### src/design/dtr_pkg.sv
package dtr_pkg;

    // Item kinds carried on the input tuser bit
    localparam logic CMD_TICK = 1'b0;
    localparam logic CMD_SET  = 1'b1;

    // Configuration register indexes
    localparam int CFG_ADDR_W = 2;
    localparam logic [CFG_ADDR_W-1:0] CFG_DEBOUNCE   = 2'd0;
    localparam logic [CFG_ADDR_W-1:0] CFG_SAVE_DELAY = 2'd1;
    localparam logic [CFG_ADDR_W-1:0] CFG_BOOT       = 2'd2;
    localparam logic [CFG_ADDR_W-1:0] CFG_ON_LEVEL   = 2'd3;

    // Register widths and reset values
    localparam int CFG_DATA_W  = 16;
    localparam int TICKS_W     = 16;
    localparam logic [TICKS_W-1:0] DEBOUNCE_RST   = 16'd50;
    localparam logic [TICKS_W-1:0] SAVE_DELAY_RST = 16'd2000;
    localparam logic               ON_LEVEL_RST   = 1'b1;

endpackage

### src/design/debounced_toggle_relay_with_delayed_save.sv
// Debounced toggle relays with deferred save. Tick beats (tuser = 0) carry one
// sampled wall-switch level per device; a level that has held for
// debounce_ticks ticks and differs from the last stable level toggles that
// device's relay. Set beats (tuser = 1) force one relay on or off. A relay
// that really changes turns dirty, and once its save age reaches
// save_delay_ticks a later tick reports it in save_mask if it differs from the
// last saved copy. The first tick after reset only primes the switch levels
// and loads boot_states. Every input beat yields exactly one output beat.
// Rate: one beat per cycle while m_tready holds; each beat passes the update stage and then the output register. The
// whole per-device state sits in one row of a synchronous RAM; each beat reads
// the row, updates it and writes it back, and the write of the previous beat
// is forwarded to the next one so back-to-back beats see current state.
// Configuration goes through the plain write port; write it only while idle, as the block does not enforce this.
module debounced_toggle_relay_with_delayed_save #(
    parameter int DEVICES   = 2,
    parameter int AGE_WIDTH = 16
) (
    input  logic clk,
    input  logic rst_n,

    // slave side; s_tdata from bit 0: switch_levels, dev_index, set_on
    input  logic                                 s_tvalid,
    output logic                                 s_tready,
    input  logic [((DEVICES + 2 + 7) / 8) * 8-1:0] s_tdata,
    input  logic                                 s_tuser,   // cmd

    // master side; m_tdata from bit 0: relay_states, relay_pins,
    // state_changed, save_mask, save_values
    output logic                                     m_tvalid,
    input  logic                                     m_tready,
    output logic [((4 * DEVICES + 1 + 7) / 8) * 8-1:0] m_tdata,

    input  logic                             cfg_wr_en,
    input  logic [dtr_pkg::CFG_ADDR_W-1:0]   cfg_addr,
    input  logic [dtr_pkg::CFG_DATA_W-1:0]   cfg_wdata
);

    localparam int ROW_W   = 1 + 5 * DEVICES + 2 * DEVICES * AGE_WIDTH;
    localparam int OUT_W   = 4 * DEVICES + 1;
    localparam int OUT_TW  = ((OUT_W + 7) / 8) * 8;

    // Configuration registers
    logic [dtr_pkg::TICKS_W-1:0] debounce_reg;
    logic [dtr_pkg::TICKS_W-1:0] save_delay_reg;
    logic [DEVICES-1:0]          boot_reg;
    logic                        on_level_reg;

    always_ff @(posedge clk or negedge rst_n)
    begin
        if (!rst_n)
        begin
            debounce_reg   <= dtr_pkg::DEBOUNCE_RST;
            save_delay_reg <= dtr_pkg::SAVE_DELAY_RST;
            boot_reg       <= '0;
            on_level_reg   <= dtr_pkg::ON_LEVEL_RST;
        end
        else if (cfg_wr_en)
        begin
            case (cfg_addr)
                dtr_pkg::CFG_DEBOUNCE:   debounce_reg   <= cfg_wdata;
                dtr_pkg::CFG_SAVE_DELAY: save_delay_reg <= cfg_wdata;
                dtr_pkg::CFG_BOOT:       boot_reg       <= cfg_wdata[DEVICES-1:0];
                dtr_pkg::CFG_ON_LEVEL:   on_level_reg   <= cfg_wdata[0];
                default:                 ;
            endcase
        end
    end

    // Update stage: holds the accepted beat while its state row arrives
    logic               s1_valid_reg;
    logic               s1_cmd_reg;
    logic [DEVICES-1:0] s1_levels_reg;
    logic               s1_idx_reg;
    logic               s1_on_reg;
    logic               s1_adv;
    logic               in_acc;

    // Output register
    logic              out_valid_reg;
    logic [OUT_W-1:0]  out_data_reg;

    // State RAM and forwarding
    logic              mem_valid_reg;   // row written at least once since reset
    logic              rd_valid_reg;
    logic              fwd_sel_reg;
    logic [ROW_W-1:0]  fwd_data_reg;
    logic [ROW_W-1:0]  ram_q;
    logic [ROW_W-1:0]  row_cur;
    logic [ROW_W-1:0]  row_new;

    logic [DEVICES-1:0] relay_states;
    logic               state_changed;
    logic [DEVICES-1:0] save_mask;
    logic [OUT_W-1:0]   result;

    // Advance when the output slot is free or being emptied this cycle
    assign s1_adv   = s1_valid_reg && (!out_valid_reg || m_tready);
    assign s_tready = !s1_valid_reg || s1_adv;
    assign in_acc   = s_tvalid && s_tready;

    always_ff @(posedge clk or negedge rst_n)
    begin
        if (!rst_n)
        begin
            s1_valid_reg <= 1'b0;
        end
        else if (s_tready)
        begin
            s1_valid_reg <= s_tvalid;
        end
    end

    always_ff @(posedge clk)
    begin
        if (in_acc)
        begin
            s1_cmd_reg    <= s_tuser;
            s1_levels_reg <= s_tdata[DEVICES-1:0];
            s1_idx_reg    <= s_tdata[DEVICES];
            s1_on_reg     <= s_tdata[DEVICES+1];
        end
    end

    dtr_ram #(
        .WIDTH (ROW_W),
        .DEPTH (1)
    ) u_state_ram (
        .clk   (clk),
        .we    (s1_adv),
        .waddr (1'b0),
        .wdata (row_new),
        .re    (in_acc),
        .raddr (1'b0),
        .rdata (ram_q)
    );

    // Capture, at the read edge, whether the RAM data is stale or unwritten
    always_ff @(posedge clk or negedge rst_n)
    begin
        if (!rst_n)
        begin
            mem_valid_reg <= 1'b0;
            rd_valid_reg  <= 1'b0;
            fwd_sel_reg   <= 1'b0;
        end
        else
        begin
            if (s1_adv)
            begin
                mem_valid_reg <= 1'b1;
            end
            if (in_acc)
            begin
                rd_valid_reg <= mem_valid_reg;
                fwd_sel_reg  <= s1_adv;
            end
        end
    end

    always_ff @(posedge clk)
    begin
        if (in_acc && s1_adv)
        begin
            fwd_data_reg <= row_new;
        end
    end

    // Unwritten row reads as the reset state, all zeros
    assign row_cur = fwd_sel_reg  ? fwd_data_reg :
                     rd_valid_reg ? ram_q        : '0;

    dtr_update #(
        .DEVICES   (DEVICES),
        .AGE_WIDTH (AGE_WIDTH),
        .ROW_W     (ROW_W)
    ) u_update (
        .row_in           (row_cur),
        .cmd              (s1_cmd_reg),
        .levels           (s1_levels_reg),
        .dev_index        (s1_idx_reg),
        .set_on           (s1_on_reg),
        .debounce_ticks   (debounce_reg),
        .save_delay_ticks (save_delay_reg),
        .boot_states      (boot_reg),
        .row_out          (row_new),
        .relay_states     (relay_states),
        .state_changed    (state_changed),
        .save_mask        (save_mask)
    );

    assign result = {relay_states & save_mask,
                     save_mask,
                     state_changed,
                     relay_states ^ {DEVICES{~on_level_reg}},
                     relay_states};

    always_ff @(posedge clk or negedge rst_n)
    begin
        if (!rst_n)
        begin
            out_valid_reg <= 1'b0;
        end
        else if (s1_adv)
        begin
            out_valid_reg <= 1'b1;
        end
        else if (m_tready)
        begin
            out_valid_reg <= 1'b0;
        end
    end

    always_ff @(posedge clk)
    begin
        if (s1_adv)
        begin
            out_data_reg <= result;
        end
    end

    assign m_tvalid = out_valid_reg;
    assign m_tdata  = OUT_TW'(out_data_reg);

    // Every write-back leaves a result waiting on the master side
    a_wb_loads_result : assert property (@(posedge clk) disable iff (!rst_n)
        s1_adv |=> m_tvalid)
        else $error("write-back without a result");

    // A busy update stage never blocks intake while the output drains
    a_no_bubble : assert property (@(posedge clk) disable iff (!rst_n)
        (s1_valid_reg && m_tready) |-> s_tready)
        else $error("intake stalled with output draining");

    // Set beats never report a save
    a_set_no_save : assert property (@(posedge clk) disable iff (!rst_n)
        (s1_adv && (s1_cmd_reg == dtr_pkg::CMD_SET)) |=>
        (out_data_reg[2*DEVICES+1 +: DEVICES] == '0))
        else $error("save reported on a set beat");

    // A write-back at the read edge always selects the forwarded row
    a_fwd_after_wb : assert property (@(posedge clk) disable iff (!rst_n)
        (in_acc && s1_adv) |=> fwd_sel_reg)
        else $error("forwarding missed a same-edge write-back");

endmodule

### src/design/dtr_ram.sv
module dtr_ram #(
    parameter int WIDTH = 8,
    parameter int DEPTH = 1
) (
    input  logic                                     clk,
    input  logic                                     we,
    input  logic [((DEPTH > 1) ? $clog2(DEPTH) : 1)-1:0] waddr,
    input  logic [WIDTH-1:0]                         wdata,
    input  logic                                     re,
    input  logic [((DEPTH > 1) ? $clog2(DEPTH) : 1)-1:0] raddr,
    output logic [WIDTH-1:0]                         rdata
);

    logic [WIDTH-1:0] mem [DEPTH];

    always_ff @(posedge clk)
    begin
        if (we)
        begin
            mem[waddr] <= wdata;
        end
        if (re)
        begin
            rdata <= mem[raddr];
        end
    end

endmodule

### src/design/dtr_update.sv
module dtr_update #(
    parameter int DEVICES   = 2,
    parameter int AGE_WIDTH = 16,
    parameter int ROW_W     = 1 + 5 * DEVICES + 2 * DEVICES * AGE_WIDTH
) (
    input  logic [ROW_W-1:0]             row_in,
    input  logic                         cmd,
    input  logic [DEVICES-1:0]           levels,
    input  logic                         dev_index,
    input  logic                         set_on,
    input  logic [dtr_pkg::TICKS_W-1:0]  debounce_ticks,
    input  logic [dtr_pkg::TICKS_W-1:0]  save_delay_ticks,
    input  logic [DEVICES-1:0]           boot_states,
    output logic [ROW_W-1:0]             row_out,
    output logic [DEVICES-1:0]           relay_states,
    output logic                         state_changed,
    output logic [DEVICES-1:0]           save_mask
);

    localparam int CMP_W = (AGE_WIDTH > dtr_pkg::TICKS_W) ? AGE_WIDTH : dtr_pkg::TICKS_W;

    typedef struct packed {
        logic                               primed;
        logic [DEVICES-1:0]                 relay;
        logic [DEVICES-1:0]                 saved;
        logic [DEVICES-1:0]                 dirty;
        logic [DEVICES-1:0]                 raw;
        logic [DEVICES-1:0]                 stable;
        logic [DEVICES-1:0][AGE_WIDTH-1:0]  edge_age;
        logic [DEVICES-1:0][AGE_WIDTH-1:0]  dirty_age;
    } row_t;

    row_t cur;
    row_t nxt;
    logic [DEVICES-1:0] smask;

    assign cur = row_t'(row_in);

    assign nxt.primed = cur.primed | (cmd == dtr_pkg::CMD_TICK);

    for (genvar d = 0; d < DEVICES; d++)
    begin : g_dev
        logic [AGE_WIDTH-1:0] ea_inc;
        logic [AGE_WIDTH-1:0] da_inc;
        logic                 hit;

        assign ea_inc = (&cur.edge_age[d]) ? cur.edge_age[d] : cur.edge_age[d] + 1'b1;
        assign da_inc = (&cur.dirty_age[d]) ? cur.dirty_age[d] : cur.dirty_age[d] + 1'b1;
        assign hit    = (32'(dev_index) == d);

        always_comb
        begin
            logic r;
            logic dt;
            logic [AGE_WIDTH-1:0] da;

            nxt.relay[d]     = cur.relay[d];
            nxt.saved[d]     = cur.saved[d];
            nxt.dirty[d]     = cur.dirty[d];
            nxt.raw[d]       = cur.raw[d];
            nxt.stable[d]    = cur.stable[d];
            nxt.edge_age[d]  = cur.edge_age[d];
            nxt.dirty_age[d] = cur.dirty_age[d];
            smask[d]         = 1'b0;
            r  = cur.relay[d];
            dt = cur.dirty[d];
            da = da_inc;

            if (cmd == dtr_pkg::CMD_SET)
            begin
                if (hit && (cur.relay[d] != set_on))
                begin
                    nxt.relay[d]     = set_on;
                    nxt.dirty[d]     = 1'b1;
                    nxt.dirty_age[d] = '0;
                end
            end
            else if (!cur.primed)
            begin
                nxt.raw[d]      = levels[d];
                nxt.stable[d]   = levels[d];
                nxt.relay[d]    = boot_states[d];
                nxt.saved[d]    = boot_states[d];
                nxt.dirty[d]    = 1'b0;
                nxt.edge_age[d] = '0;
            end
            else
            begin
                // Debounce: a raw change restarts the edge age
                if (levels[d] != cur.raw[d])
                begin
                    nxt.raw[d]      = levels[d];
                    nxt.edge_age[d] = '0;
                end
                else
                begin
                    nxt.edge_age[d] = ea_inc;
                    if ((CMP_W'(ea_inc) >= CMP_W'(debounce_ticks)) &&
                        (levels[d] != cur.stable[d]))
                    begin
                        nxt.stable[d] = levels[d];
                        r  = ~cur.relay[d];
                        dt = 1'b1;
                        da = '0;
                    end
                end
                // Deferred save of a settled dirty device
                if (dt && (CMP_W'(da) >= CMP_W'(save_delay_ticks)))
                begin
                    if (r != cur.saved[d])
                    begin
                        smask[d]     = 1'b1;
                        nxt.saved[d] = r;
                    end
                    dt = 1'b0;
                end
                nxt.relay[d]     = r;
                nxt.dirty[d]     = dt;
                nxt.dirty_age[d] = da;
            end
        end
    end

    assign row_out       = ROW_W'(nxt);
    assign relay_states  = nxt.relay;
    assign save_mask     = smask;
    assign state_changed = ((cmd == dtr_pkg::CMD_SET) || cur.primed) &&
                           (nxt.relay != cur.relay);

endmodule
### config.mk
export PLATFORM = sky130hd
export DESIGN_NAME = debounced_toggle_relay_with_delayed_save
export DESIGN_NICKNAME = d
export VERILOG_FILES = /design/src/design/dtr_pkg.sv /design/src/design/debounced_toggle_relay_with_delayed_save.sv /design/src/design/dtr_ram.sv /design/src/design/dtr_update.sv
export SDC_FILE = /design/constraint.sdc
export NUM_CORES = 1
export LEC_CHECK = 0
export BUFFER_PORTS_ARGS = -buffer_cell sky130_fd_sc_hd__buf_2
export CAP_MARGIN = 20
export CORE_MARGIN = 3
export CORE_UTILIZATION = 60
export DETAILED_ROUTE_END_ITERATION = 10
export GPL_TIMING_DRIVEN = 0
export PLACE_DENSITY = 0.77
export SYNTH_ARGS = -nofsm -noshare
export SYNTH_HDL_FRONTEND = slang
export SYNTH_HIERARCHICAL = 1
export SYNTH_SLANG_ARGS = --single-unit
export TNS_END_PERCENT = 20
### constraint.sdc
create_clock -name clk -period 18.6 [get_ports clk]
set_clock_uncertainty 0.05 [all_clocks]
set_input_delay 1.86 -clock clk [delete_from_list [all_inputs] [get_ports clk]]
set_output_delay 1.86 -clock clk [all_outputs]
set_load 0.005 [all_outputs]
* Word level (Yosys, flattened, before mapping)
Memory sizes are Yosys's and may differ from the RTL's. A register that Yosys moved wholly into a read port is not among the register bits.
Cells that the tools add are included.
** Storage, ports and cells
- Flip-flop bits (word level) :: 129
- Memory bits (writable) :: 75
- Input port bits :: 32
- Output and inout bits :: 18
- Word-level logic and storage cells :: 159
- Memories :: 1
** Memories
- u_state_ram.mem :: words 1, width 75, rd ports 1, clocked after memory_dff 1, write ports 1, line dtr_ram.sv:14 : logic [WIDTH-1:0] mem [DEPTH];
** Operators by class
- $add $sub $neg :: 4
- Order comparisons :: 4
- Eq/ne operators :: 12
- Muxes and demuxes :: 90
- Bitwise gates (word level) :: 8
- Reductions and logical operators :: 25
** Operators by type and width (number)
- 2-to-1 mux 16 bit :: 24
- 2-to-1 mux 75 bit :: 2
- adder 16 x 1 -> 16 bit (second input constant) :: 4
- >= comparator 16 bit :: 4
- 2-to-1 mux 1 bit :: 64
- AND reduction 16 bit :: 4
- logical AND 1 bit :: 10
- != test 1 bit :: 8
- AND reduction 2 bit :: 4
- inverter 1 bit :: 5
- equality test 2 bit (second input constant) :: 2
- logical OR 1 bit :: 3
- bitwise AND 2 bit :: 1
- equality test 2 x 1 -> 1 bit (second input constant) :: 1
- zero test 1 bit :: 2
- zero test 2 bit :: 1
- != test 2 bit :: 1
- nonzero test 2 bit :: 1
- XOR 2 bit :: 1
- OR 1 bit :: 1

* Depth between registers and ports, before layout
Gate-level depths: netlist (run 1).
- Word-level depth :: 16
- Depth in mapped cells :: 30
- Gate-level depth less buffers :: 23

* Modules after synthesis
The synthesis (run 1) kept the hierarchy.
** Modules (own cells, without submodules)
- debounced_toggle_relay_with_delayed_save :: instances 1, cells each 289, area each 5048.6 um^2, sequential area each 3686.0 um^2
- dtr_update :: instances 1, cells each 756, area each 4753.3 um^2, sequential area each 0.0 um^2
- dtr_ram :: instances 1, cells each 150, area each 4504.3 um^2, sequential area each 4504.3 um^2

* Worst setup path before layout (run 1)
OpenSTA, ideal clock, no wires.
- Kind :: register to register
- Start :: register fwd_sel_reg
- End :: register out_data_reg[7] (data pin)
- Setup time :: 0.255 ns
- Arrival :: 5.907 ns
- Data required time :: 18.295 ns
- Setup slack :: 12.389 ns
- Stages on the path, launching flop included :: 31
- Buffers on the path :: 8
- Clock period less this slack :: 6.211 ns
- Cells stage by stage :: dfrtp_1 > buf_2 > nor2b_1 > buf_2 > buf_2 > a22o_1 > buf_4 > and3_1 > buf_6 > nand4_4 > or4_4 > buf_6 > nand3_2 > nor2_2 > xor2_1 > ha_1 > and3_1 > and3_1 > a21boi_0 > o221a_2 > clkbuf_1 > clkbuf_1 > nor2_1 > ha_1 > and4_1 > a2111oi_0 > o21ai_0 > a221o_1 > and2_1 > a21boi_0 > and2_1
** On the way
- Longest elaborated chain between the ends :: 15
- Elaborated cells on any way between the ends :: 37
- Classes of those cells :: add/sub (2); order compare (2); eq/ne (4); mux (22); bitwise (2); reduce/logical (5)
** Ends and longest elaborated chain
- from (decl) :: line debounced_toggle_relay_with_delayed_save.sv:85 : logic fwd_sel_reg;
- from (signal assigned) :: line debounced_toggle_relay_with_delayed_save.sv:155 : fwd_sel_reg <= s1_adv;
- 2-to-1 mux 75 bit * :: line debounced_toggle_relay_with_delayed_save.sv:169 : assign row_cur = fwd_sel_reg ? fwd_data_reg :
- net row_cur[35] :: line debounced_toggle_relay_with_delayed_save.sv:88 : logic [ROW_W-1:0] row_cur;
- adder 16 x 1 -> 16 bit or AND reduction 16 bit (tied branches) :: line dtr_update.sv:47 : assign ea_inc = (&cur.edge_age[d]) ? cur.edge_age[d] : cur.edge_age[d] + 1'b1;
- 2-to-1 mux 16 bit * :: line dtr_update.sv:47
- >= comparator 16 bit * :: line dtr_update.sv:98 : if ((CMP_W'(ea_inc) >= CMP_W'(debounce_ticks)) &&
- logical AND 1 bit * :: line dtr_update.sv:98
- 2-to-1 mux 16 bit or 2-to-1 mux 1 bit (tied branches) :: line dtr_update.sv:98
- 2-to-1 mux 16 bit or 2-to-1 mux 1 bit (tied branches) :: line dtr_update.sv:90 : if (levels[d] != cur.raw[d])
- [... 2 more ...]
- >= comparator 16 bit or != test 1 bit (tied branches) :: line dtr_update.sv:108, dtr_update.sv:110
- logical AND 1 bit or 2-to-1 mux 1 bit (tied branches) :: line dtr_update.sv:108, dtr_update.sv:110
- 2-to-1 mux 1 bit * :: line dtr_update.sv:108 : if (dt && (CMP_W'(da) >= CMP_W'(save_delay_ticks)))
- 2-to-1 mux 1 bit * :: line dtr_update.sv:78 : else if (!cur.primed)
- 2-to-1 mux 1 bit * :: line dtr_update.sv:69 : if (cmd == dtr_pkg::CMD_SET)
- net result[5] :: line debounced_toggle_relay_with_delayed_save.sv:94 : logic [OUT_W-1:0] result;
- bitwise AND 2 bit * :: line debounced_toggle_relay_with_delayed_save.sv:191 : assign result = {relay_states & save_mask,
- net result[7] :: line debounced_toggle_relay_with_delayed_save.sv:94
- to (signal assigned) :: line debounced_toggle_relay_with_delayed_save.sv:217 : out_data_reg <= result;
- to (decl) :: line debounced_toggle_relay_with_delayed_save.sv:80 : logic [OUT_W-1:0] out_data_reg;
Mark *: on every way through the listed nets, which the timed path passes. The rest lies on a longest branch. The select of a mux whose other input is x is not followed.
A chain may end at the register's enable or synchronous reset.

* Worst setup path after layout (run 1)
- Start :: register fwd_sel_reg
- End :: memory u_state_ram/mem[0][70] (netlist bit) (data pin)
** On the way
- Longest elaborated chain between the ends :: 14
- Elaborated cells on any way between the ends :: 31
- Classes of those cells :: add/sub (2); order compare (2); eq/ne (3); mux (19); bitwise (1); reduce/logical (4)
** Ends and longest elaborated chain
- 2-to-1 mux 75 bit * :: line debounced_toggle_relay_with_delayed_save.sv:169
- net row_cur[32] :: line debounced_toggle_relay_with_delayed_save.sv:88
- adder 16 x 1 -> 16 bit or AND reduction 16 bit (tied branches) :: line dtr_update.sv:47
- 2-to-1 mux 16 bit * :: line dtr_update.sv:47
- >= comparator 16 bit * :: line dtr_update.sv:98
- logical AND 1 bit * :: line dtr_update.sv:98
- 2-to-1 mux 16 bit or 2-to-1 mux 1 bit (tied branches) :: line dtr_update.sv:98
- 2-to-1 mux 16 bit or 2-to-1 mux 1 bit (tied branches) :: line dtr_update.sv:90
- 2-to-1 mux 16 bit or 2-to-1 mux 1 bit (tied branches) :: line dtr_update.sv:78
- 2-to-1 mux 16 bit or 2-to-1 mux 1 bit (tied branches) :: line dtr_update.sv:69
- >= comparator 16 bit or != test 1 bit (tied branches) :: line dtr_update.sv:108, dtr_update.sv:110
- logical AND 1 bit or 2-to-1 mux 1 bit (tied branches) :: line dtr_update.sv:108, dtr_update.sv:110
- 2-to-1 mux 1 bit * :: line dtr_update.sv:108
- 2-to-1 mux 1 bit * :: line dtr_update.sv:78
- 2-to-1 mux 1 bit * :: line dtr_update.sv:69
- net row_new[70] :: line debounced_toggle_relay_with_delayed_save.sv:89 : logic [ROW_W-1:0] row_new;
- to (decl) :: line dtr_ram.sv:14
Marks and branches as above.

==> metrics.yaml, run 1 <==
status: "finished clean"
rsz0062_at_grt: "false"
dr.pass1.iters: 6
crit_type: "flip-flop to flip-flop"
synth_edf_count: 239
clockPowerShare_pct: 31.7
path_clk_slew_ns: 0.08
gp_congestion: 0.9419
grt_use_total_pct: 26.33
netlist_area_mm2: 0.01431
clock_sinks: 279
nets: 1372
slowest_delay_ns: 0.70
yosys_warnings: 6
clockBufferDepth: 3
h-tree-depth: 1
synth_seq_area_share_pct: 57.25
drv_slew: 0
r2r_slack_ns: 10.31
switchingPower_w: 0.0005399
syn_inst: 1195
drive_gt1_share_pct: 15.38
p_sw_share_pct: 29.42
wl_met3_mm: 3.159
pwr-share-comb_pct: 24.3
ff_latch_area_mm2: 0.008190
ys_types: 74
leakagePower_nw: 6.237
required_ns: 18.85
cp-endpoint: "u_state_ram/mem[0][70]$_DFFE_PP_"
nFillCells: 1643
cts.repair.resized: 0
grt_pass1_wl_mm: 53.87
max_slew.worst_pin.slew_ns: 0.9148
setup.worst_path.end_class: "flip-flop"
synth_seq_cells: 279
core_area_mm2: 0.02305
drt_iter0_drc: 988
top_layer: "met4"
route.detailed.drc: 0
multiInputGateArea_mm2: 0.005643
crit_start: "fwd_sel_reg$_DFFE_PN0P_"
rr_endpoint: "u_state_ram/mem[0][70]$_DFFE_PP_"
area_delta_synth_final_pct: 11.61
port-buffer-count: 38
setup_violations: 0
synth_area_per_cell_um2: 11.97
diodes: 0
antenna_found_initial: 0
wirelength_mm: 34.04
finalSetupTns_ns: 0
fmax_ghz: 0.1206
met1Wirelength_mm: 15.14
critical_path.max_fanout: 10
critPathArrivalTime_ns: 8.54
worstReg2RegStart: "fwd_sel_reg$_DFFE_PN0P_"
cts_made_buffers: 28
fp.dieW_um: 160.4
period_minus_slack_ns: 8.291
start_util_pct: 62.06
critPathSlowestCell: "nor4_1"
maxSlewHeadroom_pct: 38.49
final.period_utilization_pct: 44.58
power.density_mw_per_mm2: 114.9
ant_nets: 0
seq_power_share_pct: 44.0
peakVddDrop_uv: 93.02
avgViaCountPerCell: 6.320
cts_root_buf: "clkbuf_16"
r2r_cells: 27
grt_pass1_vias: 9730
grt_overflow: 0
dieArea_mm2: 0.02573
vias: 10156
hold_viol: 0
hp-class: "flip-flop to flip-flop"
synth-main-ff-cell: "edfxtp_1"
die_h_um: 160.4
total_power_w: 0.001835
p_int_w: 0.001295
routedWlPerCell_um: 21.18
cts_hold_buffers: 0
cp-start-kind: "flip-flop"
dr_wl_met2_mm: 15.24
row_count: 55
clk_latency_ns: 0.56
dp_hpwl_mm: 23.35
num_io_pins: 50
grt_max_degree: 64
cts_tree: "yes"
cap_violations: 0
async_reset_ff_share_pct: 14.34
post-cts-setup-buffer-count: 0
-- final cells by class --
class	instances	area share [%]
Clock buffer	41	5.360
Timing Repair Buffer	41	1.708
Clock inverter	11	0.6817
Inverter	48	1.128
Tap cell	313	2.453
Multi-Input combinational cell	811	35.34
Sequential cell	279	51.29
Buffer	63	2.037
-- layout by cell type (no fill, tap or decap), drive strengths merged, types with 9 or more instances in the layout --
cell    Yosys  final
dfstp      10     10
and3       16     16
o21ai      55     55
nand4      16     16
a21oi      53     53
a31oi       9      9
o21a       12     12
nand3      32     32
ha         68     68
nor3       28     28
clkbuf     30     71
o31ai      11     11
or2         9      9
nand2     115    115
edfxtp    239    239
a22o       90     90
xor2       18     18
and2       13     13
inv        48     49
xnor2      19     19
mux2       38     38
dfrtp      30     30
nor2       78     78
buf        33     74
a21o       13     13
-- worst min-delay path by stage --
stage,slack [ns],from,end,depth (start not counted)
6_report,0.36,u_state_ram/mem[0][38]$_DFFE_PP_,u_state_ram/rdata[38]$_DFFE_PP_,0
4_1_cts,0.36,u_state_ram/mem[0][48]$_DFFE_PP_,u_state_ram/rdata[48]$_DFFE_PP_,0
2_1_floorplan,0.35,u_state_ram/mem[0][0]$_DFFE_PP_,u_state_ram/rdata[0]$_DFFE_PP_,0
3_3_place_gp,0.35,u_state_ram/mem[0][25]$_DFFE_PP_,u_state_ram/rdata[25]$_DFFE_PP_,0
3_5_place_dp,0.35,u_state_ram/mem[0][1]$_DFFE_PP_,u_state_ram/rdata[1]$_DFFE_PP_,0
5_1_grt,0.37,u_state_ram/mem[0][56]$_DFFE_PP_,u_state_ram/rdata[56]$_DFFE_PP_,0
-- synthesized netlist by cell type, types with 11 or more instances --
| library cell | instances | area [um2] |
|---|---|---|
| a21o_1 | 13 | 97.59 |
| a21oi_1 | 52 | 260.3 |
| a22o_1 | 90 | 788.3 |
| and2_1 | 13 | 81.33 |
| and3_1 | 16 | 100.1 |
| buf_2 | 17 | 85.08 |
| clkbuf_1 | 30 | 112.6 |
| dfrtp_1 | 30 | 750.7 |
| edfxtp_1 | 239 | 7177 |
| ha_1 | 68 | 850.8 |
| inv_1 | 48 | 180.2 |
| mux2_2 | 38 | 427.9 |
| nand2_1 | 115 | 431.7 |
| nand3_1 | 31 | 155.2 |
| nand4_1 | 15 | 93.84 |
| nor2_1 | 77 | 289.0 |
| nor3_1 | 28 | 140.1 |
| o21a_1 | 12 | 90.09 |
| o21ai_0 | 52 | 260.3 |
| o31ai_1 | 11 | 82.58 |
| xnor2_1 | 19 | 166.4 |
| xor2_1 | 18 | 157.7 |
-- per-layer routing --
metal  global-route usage [%]  vias up
li1                         -     4687
met1                    39.67     4941
met2                    40.46      479
met3                    5.107       49
met4                    5.168        0
met5                        0        -
-- power groups by stage --
stage               combinational (W)  clock, W  sequential, W
floorplan                    0.000311         0       0.000812
global placement             0.000412         0       0.000819
detailed placement           0.000432         0       0.000819
CTS                          0.000438  0.000590       0.000807
global route                 0.000492  0.000618       0.000814
finish                       0.000446  0.000582       0.000807
-- metrics by stage --
stage | instances | setup slack (ns) | util (%) | instance area [um2] | hold slack (ns)
finish | 1607 | 10.31 | 69.26 | 15970 | 0.3624
CTS | 1607 | 10.61 | 69.26 | 15970 | 0.3648
global placement | 1552 | 10.89 | 64.68 | 14910 | 0.3502
global route | 1607 | 9.831 | 69.26 | 15970 | 0.3735
detailed placement | 1555 | 10.70 | 65.08 | 15000 | 0.3545
floorplan | 1201 | 12.39 | - | 14330 | 0.3503
-- cells by family (layout without fill, tap and decap cells) --
logic type	after synthesis	count (layout)	share of synthesized area, %
buffers and inverters	111	204	3.533
adder cells (fa/ha/maj)	68	68	5.947
AND/OR/NAND/NOR	354	354	12.18
multiplexers	43	43	3.341
other	1	7	0.02621
XOR/XNOR	37	37	2.265
flip-flops	279	279	57.25
AO/OA/AOI/OAI	302	302	15.45
-- critical path, delay by kind of cell, from the launching register on --
kind | cells | cell delay, ns
xor gates and xnor gates | 1 | 0.15
buffers and inverters | 5 | 1.53
and+or+nand+nor | 8 | 2.03
DFF | 1 | 0.36
AOI/OAI and AO/OA | 10 | 3.06
adders and majority gates | 3 | 0.85
(Power assumes the default switching activity.)
==> inputs of run 2 (changes only) <==
- clock period: 18.6 -> 8.35 ns (I/O delays scaled with it)
==> metrics.yaml, run 2 (synthesis gave the netlist of run 1 again) <==
status: "finished clean"
gp_congestion: 0.9419
leakagePower_nw: 6.236
clockBufferDepth: 3
setup.worst_path.end_class: "flip-flop"
avgViaCountPerCell: 6.313
cts_root_buf: "clkbuf_16"
route.detailed.drc: 0
dieArea_mm2: 0.02573
power.density_mw_per_mm2: 256.0
drt_iter0_drc: 1000
post-cts-setup-buffer-count: 0
path_clk_slew_ns: 0.06
worstReg2RegStart: "fwd_sel_reg$_DFFE_PN0P_"
area_delta_synth_final_pct: 11.63
setup_violations: 0
max_slew.worst_pin.slew_ns: 0.9135
grt_max_degree: 64
clk_latency_ns: 0.56
wirelength_mm: 34.05
clock_sinks: 279
diodes: 0
fmax_ghz: 0.1292
row_count: 55
vias: 10138
rsz0062_at_grt: "false"
layout.cells.non_filler: 1606
critPathArrivalTime_ns: 7.99
cp-start-kind: "flip-flop"
holdCritStartpoint: "u_state_ram/mem[0][48]$_DFFE_PP_"
fp.dieW_um: 160.4
antenna_found_initial: 0
critical_path.max_fanout: 13
hp-class: "flip-flop to flip-flop"
cap_violations: 0
cts_made_buffers: 28
final.period_utilization_pct: 92.66
start_util_pct: 62.06
dr.pass1.iters: 5
crit_start: "fwd_sel_reg$_DFFE_PN0P_"
h-tree-depth: 1
die_h_um: 160.4
placed_cells: 1555
core_area_mm2: 0.02305
ant_nets: 0
hold_viol: 0
grt_pass1_vias: 9730
port-buffer-count: 38
final_cell_mix: "edfxtp_1 (239), nand2_1 (115), a22o_1 (90), nor2_1 (77), ha_1 (68)"
dp_hpwl_mm: 23.35
r2r_cells: 26
final_common_cell: "edfxtp_1"
routedWlPerCell_um: 21.20
cts_tree: "yes"
num_io_pins: 50
grt_pass1_wl_mm: 53.87
holdPathStages: 0
drive_gt1_share_pct: 15.47
grt_overflow: 0
peakVddDrop_uv: 206.0
required_ns: 8.60
crit_type: "flip-flop to flip-flop"
grt_use_total_pct: 26.33
period_minus_slack_ns: 7.737
maxSlewHeadroom_pct: 39.10
finalSetupTns_ns: 0
nets: 1371
drv_slew: 0
run 2: path summary, 6_finish.rpt:
kind                                                    endpoint  slack, ns
min in group asynchronous               s1_valid_reg$_DFFE_PN0P_       0.38
worst min-delay path             u_state_ram/rdata[48]$_DFFE_PP_       0.36
worst min register to register   u_state_ram/rdata[48]$_DFFE_PP_       0.36
worst max-delay path            u_state_ram/mem[0][70]$_DFFE_PP_       0.61
worst max register to register  u_state_ram/mem[0][70]$_DFFE_PP_       0.61
max in group asynchronous          save_delay_reg[0]$_DFFE_PN0P_       7.30
run 2: worst max-delay path: stages (launching register included):
cell and delay (ns):
dfrtp_1 0.36, buf_2 0.19, nor2b_1 0.17, buf_2 0.33, buf_2 0.35, a22o_1 0.30
ha_1 0.29, nand2_1 0.21, nor4_2 0.52, nor2_1 0.26, nand2_1 0.19, xnor2_1 0.14
ha_1 0.27, and4_1 0.19, a221oi_1 0.43, a21boi_0 0.16, o221a_2 0.41, clkbuf_1 0.29
a21oi_1 0.24, ha_1 0.27, and4_1 0.19, a2111oi_0 0.43, o21ai_0 0.17, a221o_1 0.40
a41oi_1 0.24, nor2_1 0.06, a311oi_1 0.35
run 2: repair_timing:
item / in CTS / in global routing
hold buffers: 0 / 0
resized for setup: 0 / 1
hold endpoints to repair: 0 / 0
setup endpoints to repair: 0 / 4
run 2: routing by layer:
| layer | up-vias | GRT usage [%] | share of wire [%] |
|---|---|---|---|
| met5 | - | 0 | 0 |
| met3 | 36 | 5.107 | 9.1 |
| met2 | 448 | 40.46 | 45 |
| met1 | 4963 | 39.67 | 45 |
| met4 | 0 | 5.168 | 1.2 |
| li1 | 4691 | - | - |
run 2: power by group:
| part | switching (W) | internal (W) | total [W] |
|---|---|---|---|
| clock | 0.000526 | 0.000772 | 0.00130 |
| combinational | 0.000623 | 0.000371 | 0.000994 |
| sequential | 0.0000559 | 0.00174 | 0.00180 |
| total | 0.00120 | 0.00288 | 0.00409 |
run 2: area by class of cell:
type                       count  area (um2)
sequential                   279        8190
clock inverter                11       108.9
multi-input combinational    811        5649
timing repair buffer          41       272.8
inverter                      48       180.2
buffer                        62       321.6
tap                          313       391.6
clock buffer                  41       855.8
fill                        1640        7083
run 2: per-stage QoR:
stage / area [um2] / hold slack (ns) / util [%] / setup slack (ns) / total power [W]
after global routing: 15970 / 0.3735 / 69.28 / 0.1254 / 0.004285
after global placement: 14910 / 0.3502 / 64.68 / 0.6371 / 0.002743
final: 15970 / 0.3617 / 69.28 / 0.6130 / 0.004089
after detailed placement: 15000 / 0.3545 / 65.08 / 0.4528 / 0.002786
after floorplan: 14330 / 0.3503 / - / 2.139 / 0.002502
after CTS: 15970 / 0.3648 / 69.26 / 0.3561 / 0.004087
==> inputs of run 3 (changes only) <==
- CAP_MARGIN: 20 -> default
- MAX_ROUTING_LAYER: default -> met4
==> metrics.yaml, run 3 (synthesis gave the netlist of run 1 again) <==
status: "finished clean"
worst-path-stages: 26
r2r_cells: 26
clk_latency_ns: 0.54
crit_family: "compound AO/OA/AOI/OAI gates"
grt_max_degree: 63
die_h_um: 160.4
dieArea_mm2: 0.02573
final.period_utilization_pct: 91.23
clockBufferDepth: 3
fp.dieW_um: 160.4
final_cell_mix: "edfxtp_1 (239), nand2_1 (115), a22o_1 (90), nor2_1 (77), ha_1 (68)"
area_delta_synth_final_pct: 11.18
route.detailed.drc: 0
cts_tree: "yes"
worstReg2RegStart: "fwd_sel_reg$_DFFE_PN0P_"
grt_use_total_pct: 26.88
grt_pass1_vias: 9622
grt_overflow: 0
drt_iter0_drc: 1052
hold_viol: 0
dp_hpwl_mm: 23.42
path_clk_slew_ns: 0.06
dr.pass1.iters: 6
max_slew.worst_pin.slew_ns: 0.9220
core_area_mm2: 0.02305
drive_gt1_share_pct: 15.00
post-cts-setup-buffer-count: 0
rr_endpoint: "fwd_data_reg[70]$_DFFE_PP_"
finalSetupTns_ns: 0
rsz0062_at_grt: "false"
nets: 1371
required_ns: 8.59
crit_start: "fwd_sel_reg$_DFFE_PN0P_"
avgViaCountPerCell: 6.290
antenna_found_initial: 0
fmax_ghz: 0.1313
cts_root_buf: "clkbuf_16"
critical_path.max_fanout: 13
r2r_slack_ns: 0.73
setup.worst_path.end_class: "flip-flop"
multiInputGateArea_mm2: 0.005649
h-tree-depth: 1
power.density_mw_per_mm2: 251.8
stdcell_area_mm2: 0.01591
maxSlewHeadroom_pct: 38.53
cts_made_buffers: 28
cp-endpoint: "fwd_data_reg[70]$_DFFE_PP_"
ant_nets: 0
cp-start-kind: "flip-flop"
setup_violations: 0
period_minus_slack_ns: 7.618
cap_violations: 0
crit_type: "flip-flop to flip-flop"
drv_slew: 0
clock_sinks: 279
diodes: 0
vias: 10101
critPathArrivalTime_ns: 7.85
gp_congestion: 0.9584
critPathSlowestCell: "nor4_2"
grt_pass1_wl_mm: 53.46
start_util_pct: 62.06
post_dp_cell_area_mm2: 0.01500
ff_latch_area_mm2: 0.008190
wirelength_mm: 33.56
path_buf_inv: 4
port-buffer-count: 38
hp-class: "flip-flop to flip-flop"
fin_util_pct: 68.99
row_count: 55
num_io_pins: 50
final_common_cell: "edfxtp_1"
slowest_delay_ns: 0.52
leakagePower_nw: 6.193
peakVddDrop_uv: 207.5
routedWlPerCell_um: 20.90
nFillCells: 1622
run 3: cell types whose count changed in the layout (fill, tap and decap cells not counted):
cell / delta
clkinv_1: +2
clkbuf_1: +4
clkbuf_8: -1
bufinv_16: -1
clkinv_2: -2
clkbuf_4: -1
clkbuf_16: -1
inv_6: -1
clkinvlp_4: +1
run 3: stage by stage:
step,hold slack [ns],setup slack (ns),cells,power [W]
final,0.3673,0.7320,1606,0.004004
after CTS,0.3687,0.4518,1607,0.004008
after global routing,0.3736,0.1818,1606,0.004204
after detailed placement,0.3545,0.5353,1555,0.002785
after global placement,0.3504,0.6566,1552,0.002743
after floorplan,0.3503,2.139,1201,0.002502
run 3: worst min-delay path by stage:
stage / start / end / slack, ns / depth (start not counted)
global placement: u_state_ram/mem[0][60]$_DFFE_PP_ / u_state_ram/rdata[60]$_DFFE_PP_ / 0.35 / 0
detailed placement: u_state_ram/mem[0][17]$_DFFE_PP_ / u_state_ram/rdata[17]$_DFFE_PP_ / 0.35 / 0
global route: u_state_ram/mem[0][23]$_DFFE_PP_ / u_state_ram/rdata[23]$_DFFE_PP_ / 0.37 / 0
floorplan: u_state_ram/mem[0][0]$_DFFE_PP_ / u_state_ram/rdata[0]$_DFFE_PP_ / 0.35 / 0
finish: u_state_ram/mem[0][61]$_DFFE_PP_ / u_state_ram/rdata[61]$_DFFE_PP_ / 0.37 / 0
CTS: u_state_ram/mem[0][61]$_DFFE_PP_ / u_state_ram/rdata[61]$_DFFE_PP_ / 0.37 / 0
run 3: power breakdown:
group	switching [W]	internal (W)
clock network	0.000506	0.000710
registers	0.0000558	0.00174
logic	0.000620	0.000372
run 3: worst register-to-register path, stage by stage (launching register included):
cell,delay (ns)
dfrtp_1,0.35
buf_2,0.19
nor2b_1,0.20
buf_2,0.35
buf_2,0.36
a22o_1,0.31
ha_1,0.28
nand2_1,0.20
nor4_2,0.52
nor2_1,0.24
nand2_1,0.16
xnor2_1,0.16
ha_1,0.29
and4_1,0.16
a221oi_1,0.40
a21boi_0,0.17
o221a_2,0.41
clkbuf_1,0.29
a21oi_1,0.23
ha_1,0.27
and4_1,0.19
a2111oi_0,0.36
o21ai_0,0.18
a221o_1,0.39
a41oi_1,0.23
nor2_1,0.06
a311oi_1,0.39
run 3: layout make-up:
| type | instances | area share [%] |
|---|---|---|
| inverter | 48 | 1.133 |
| timing repair buffer | 41 | 1.715 |
| sequential | 279 | 51.49 |
| multi-input combinational | 811 | 35.52 |
| clock buffer | 42 | 5.184 |
| buffer | 62 | 2.022 |
| tap | 313 | 2.462 |
| clock inverter | 10 | 0.4720 |
run 3: per-layer routing:
metal / vias to the layer above / GRT usage [%] / routed length (um)
met5: - / - / 0
met4: 0 / 7.337 / 860
met3: 61 / 5.055 / 2959
met2: 425 / 39.02 / 14840
met1: 4919 / 39.28 / 14900
li1: 4696 / - / -
run 3: repair_timing:
action | CTS | global route
endpoints found under the setup margin | 0 | 4
hold buffers | 0 | 0
resized for setup | 0 | 1
